[src/design/est_pkg.sv]
package est_pkg;

	localparam int unsigned TIME_WIDTH_DEF = 48;
	localparam int unsigned ADDR_WIDTH = 5;
	localparam int unsigned DATA_WIDTH = 32;

	localparam logic [16:0] ONE_FX = 17'd65536;
	localparam logic [11:0] ON_THRESHOLD = 12'd1700;
	localparam logic [16:0] CRANK_THRUST = 17'd6554;
	localparam logic [16:0] IDLE_FLOOR = 17'd655;
	// 5 * demand <= 1.0
	localparam logic [16:0] START_DEMAND_MAX = 17'd13107;
	localparam logic [31:0] CHOKE_LIMIT_US = 32'd1000000;
	localparam logic [31:0] OVERHEAT_US = 32'd3000000;
	localparam logic [12:0] RPM_BASE = 13'd1000;
	localparam logic [12:0] RPM_SPAN = 13'd6000;
	localparam logic [13:0] SLEW_RESET = 14'd100;

	// step = floor(slew * dt * 2^16 / 1e8) = floor(slew * dt * 2^8 / 5^8).
	// Taken as (prod * M) >> 46 with M = ceil(2^54 / 5^8) = 46116860185,
	// exact for prod < 2^27; M is split in two 18-bit halves.
	localparam int unsigned DT_BITS = 27;
	localparam int unsigned RECIP_SPLIT = 18;
	localparam int unsigned RECIP_SHIFT = 46;
	localparam logic [17:0] SLEW_RECIP_HI = 18'd175921;
	localparam logic [17:0] SLEW_RECIP_LO = 18'd225561;

	typedef enum logic [2:0] {
		REG_RPM_FAILURE      = 3'd0,
		REG_SLEW             = 3'd1,
		REG_STARTER_PRESENT  = 3'd2,
		REG_IGNITION_PRESENT = 3'd3,
		REG_CHOKE_PRESENT    = 3'd4,
		REG_GEARBOX_PRESENT  = 3'd5
	} reg_idx_t;

	typedef struct packed {
		logic        rpm_failure;
		logic [13:0] slew_percent_per_s;
		logic        starter_present;
		logic        ignition_present;
		logic        choke_present;
		logic        gearbox_present;
	} est_cfg_t;

endpackage

[src/design/est_regs.sv]
module est_regs (
	input  logic                             clk,
	input  logic                             arst_n,
	input  logic                             psel,
	input  logic                             penable,
	input  logic                             pwrite,
	input  logic [est_pkg::ADDR_WIDTH-1:0]   paddr,
	input  logic [est_pkg::DATA_WIDTH-1:0]   pwdata,
	output logic [est_pkg::DATA_WIDTH-1:0]   prdata,
	output logic                             pready,
	output est_pkg::est_cfg_t                cfg
);
	import est_pkg::*;

	est_cfg_t cfg_q;
	reg_idx_t idx;
	logic     wr_en;

	assign idx    = reg_idx_t'(paddr[ADDR_WIDTH-1:2]);
	assign wr_en  = psel && penable && pwrite;
	assign pready = 1'b1;
	assign cfg    = cfg_q;

	always_ff @(posedge clk or negedge arst_n) begin
		if (!arst_n) begin
			cfg_q.rpm_failure        <= 1'b0;
			cfg_q.slew_percent_per_s <= SLEW_RESET;
			cfg_q.starter_present    <= 1'b0;
			cfg_q.ignition_present   <= 1'b0;
			cfg_q.choke_present      <= 1'b0;
			cfg_q.gearbox_present    <= 1'b0;
		end else if (wr_en) begin
			case (idx)
				REG_RPM_FAILURE:      cfg_q.rpm_failure        <= pwdata[0];
				REG_SLEW:             cfg_q.slew_percent_per_s <= pwdata[13:0];
				REG_STARTER_PRESENT:  cfg_q.starter_present    <= pwdata[0];
				REG_IGNITION_PRESENT: cfg_q.ignition_present   <= pwdata[0];
				REG_CHOKE_PRESENT:    cfg_q.choke_present      <= pwdata[0];
				REG_GEARBOX_PRESENT:  cfg_q.gearbox_present    <= pwdata[0];
				default: ;
			endcase
		end
	end

	always_comb begin
		prdata = '0;
		case (idx)
			REG_RPM_FAILURE:      prdata[0]    = cfg_q.rpm_failure;
			REG_SLEW:             prdata[13:0] = cfg_q.slew_percent_per_s;
			REG_STARTER_PRESENT:  prdata[0]    = cfg_q.starter_present;
			REG_IGNITION_PRESENT: prdata[0]    = cfg_q.ignition_present;
			REG_CHOKE_PRESENT:    prdata[0]    = cfg_q.choke_present;
			REG_GEARBOX_PRESENT:  prdata[0]    = cfg_q.gearbox_present;
			default:              prdata       = '0;
		endcase
	end

endmodule

[config.mk]
export PLATFORM = sky130hd
export DESIGN_NAME = est_regs
export DESIGN_NICKNAME = d
export VERILOG_FILES = /design/src/design/est_pkg.sv /design/src/design/est_regs.sv
export SDC_FILE = /design/constraint.sdc
export NUM_CORES = 1
export LEC_CHECK = 0
export BUFFER_PORTS_ARGS = -buffer_cell sky130_fd_sc_hd__buf_4
export CAP_MARGIN = 20
export CORE_UTILIZATION = 30
export CTS_BUF_LIST = sky130_fd_sc_hd__clkbuf_16
export DETAILED_ROUTE_END_ITERATION = 10
export HOLD_SLACK_MARGIN = 0.02
export SYNTH_ARGS = -nofsm -noshare
export SYNTH_HDL_FRONTEND = slang
export SYNTH_SLANG_ARGS = --single-unit
[constraint.sdc]
create_clock -name clk -period 2.53 [get_ports clk]
set_clock_uncertainty 0.05 [all_clocks]
set_input_delay 0.253 -clock clk [delete_from_list [all_inputs] [get_ports clk]]
set_output_delay 0.253 -clock clk [all_outputs]
set_load 0.02 [all_outputs]
==> impl_metrics.yaml <==
sta:
  hold_viol_final: 0
  rsz0062_at_grt: "false"
  finalCritPeriodShare_pct: 74.0
  slew_viol_final: 0
  period_minus_slack_ns: 1.87
  tns_ns: 0
  max_freq_ghz: 0.534
  holdWs_ns: 0.187
  finalSetupViolations: 0
drt:
  wl_per_cell_um: 11.5
  via_count: 802
  drtPass1Iterations: 2
  vias_per_cell: 4.18
  drc: 0
  drtIter0Drc: 29
  drtAntennaViolNets: 0
  drt_wl_total_um: 2210
floorplan:
  initial_utilization_pct: 31.3
  die_x_um: 63.8
  rows: 22
  coreArea_um2: 3660
  die_area_um2: 4070
  fp.dieH_um: 63.8
  io_pins: 94
setup_path:
  worstPathRequired_ns: 2.23
  cp-start-kind: "flip-flop"
  worst_path_largest_cell_delay_ns: 0.50
  crit_path_cell_trace: "mux4_1 -> mux2_2 -> buf_4"
  cp_max_fo: 3
  critPathSlowestCell: "mux4_1"
  r2r_slack_ns: 1.70
  end_kind: "output pin"
  r2r_cells: 1
  cp.arrival_ns: 1.57
  path_class: "reg -> out"
grt:
  antenna_found_initial: 0
  grt_pass1_vias: 749
  grt_pass1_wl_um: 3630
  grt_max_degree: 20
  globalRouteOverflowTotal: 0
  track_usage_pct: 11.3
place:
  dpl.hpwl_um: 1640
  gp_congestion: 0.708
  numPortBuffers: 54
finish:
  register_area_um2: 479
  layout_common_cells: "buf_4, conb_1, dfrtp_1, and2_1"
  nets: 187
  multi_input_area_um2: 536
  largest_reg_flops: 19
  antenna-diode-count: 0
  drive_above_1_share_pct: 59.0
  fill_cells: 349
  area.growth.synth_to_final_pct: 38.4
  final_common_cell: "buf_4"
clock_tree:
  clk_pin_slew_ns: 0.05
  cts_buffer_depth: 2
  ctsHoldBuffers: 1
  cts_tree: "yes"
  clock_sinks: 19
  numCtsBuffers: 3
  post_cts_buffers: 0
  cts-resized-gates: 0
  insertion_delay_ns: 0.24
  cts_max_level: 1
  root_buffer: "clkbuf_16"
synthesis:
  synthCells: 90
  yosysSeqAreaShare_pct: 41.9
  netlist_area_um2: 1140
  ys_ff_latch: 19
  ys.warnings.count: 0
  postSynthAreaPerCell_um2: 12.7
  yosysUniqueCellTypes: 22
power_and_ir_drop:
  p_per_area_nw_per_um2: 689
  power_frac_comb_pct: 33.3
  p_int_uw: 765
  power_switching_share_pct: 29.9
  ir_worst_vdd_uv: 318
  clkPwrFrac_pct: 28.6
  switchingPower_uw: 327
  seq_power_share_pct: 38.0
  cellLeakagePower_nw: 0.815
worst_hold_path:
  hold_depth: 2
  holdCritPathClass: "in -> reg"
job:
  maxCapViolations: 0
status:
  outcome: "finished, final reports clean"
-- kinds of logic (layout without fill, tap and decap cells) --
| logic type | count (synthesis) | in the layout | share of synthesized area (%) |
|---|---|---|---|
| buffers and inverters | 24 | 61 | 16.9 |
| AND/OR/NAND/NOR | 23 | 23 | 14.4 |
| multiplexers | 22 | 22 | 26.1 |
| flip-flops | 19 | 19 | 41.9 |
| other | 2 | 19 | 0.656 |
-- area by class of cell --
cell class	instances	share of cell area, %
timing repair buffer	57	27.2
tap	48	3.79
clock inverter	1	0.237
clock buffer	3	4.74
sequential	19	30.3
multi-input combinational	64	33.8
-- stage by stage --
step / setup slack [ns] / utilization [%] / power (mW) / instances / cell area (µm²)
2_1_floorplan: 0.959 / - / 0.647 / 107 / 1210
3_3_place_gp: 0.737 / 40.8 / 0.780 / 187 / 1500
3_5_place_dp: 0.718 / 40.8 / 0.786 / 187 / 1500
4_1_cts: 0.656 / 43.3 / 1.11 / 192 / 1580
5_1_grt: 0.598 / 43.3 / 1.15 / 192 / 1580
6_report: 0.658 / 43.3 / 1.09 / 192 / 1580
-- path summary, 6_finish.rpt --
kind / start / end
max: cfg[4] / prdata[0]
min: pwdata[6] / cfg[10]
max reg2reg: cfg[17] / cfg[17]
min in group asynchronous: arst_n / cfg[15]
max in group asynchronous: arst_n / cfg[10]
min reg2reg: cfg[5] / cfg[5]
-- worst max-delay path: cells and delay by family (launching register included) --
family | cells | cell delay (ns)
flip-flops | 1 | 0.40
multiplexers | 2 | 0.77
buffers and inverters | 1 | 0.15
-- metal layers --
layer / up-vias / global-route usage [%] / share of wire, %
li1: 375 / - / -
met1: 376 / 14.8 / 45
met4: 0 / 2.56 / 0
met2: 51 / 18.6 / 45
met5: - / 0 / 0
met3: 0 / 3.04 / 9.8
-- synth_stat cells --
library cell | instances | area, µm²
buf_4 | 19 | 143
dfrtp_1 | 16 | 400
and2_1 | 11 | 68.8
mux2_2 | 10 | 113
mux2_4 | 10 | 150
dfstp_2 | 3 | 78.8
and2_2 | 2 | 15.0
buf_6 | 2 | 22.5
conb_1 | 2 | 7.51
nor2_1 | 2 | 7.51
nor4b_1 | 2 | 17.5
and4_1 | 1 | 8.76
buf_12 | 1 | 20.0
buf_2 | 1 | 5.00
clkbuf_1 | 1 | 3.75
mux2i_1 | 1 | 10.0
mux4_1 | 1 | 26.3
nand3_1 | 1 | 5.00
nand3b_1 | 1 | 7.51
nor3b_4 | 1 | 18.8
nor4_1 | 1 | 6.26
nor4bb_1 | 1 | 10.0
-- power by group through the flow --
| stage | Combinational (mW) | Clock, mW | Sequential, mW |
|---|---|---|---|
| 5_1_grt | 0.386 | 0.333 | 0.425 |
| 2_1_floorplan | 0.160 | 0 | 0.487 |
| 3_5_place_dp | 0.366 | 0 | 0.420 |
| 3_3_place_gp | 0.362 | 0 | 0.418 |
| 6_report | 0.364 | 0.313 | 0.415 |
| 4_1_cts | 0.368 | 0.322 | 0.417 |
No activity file was read; power rests on OpenSTA's default activity.
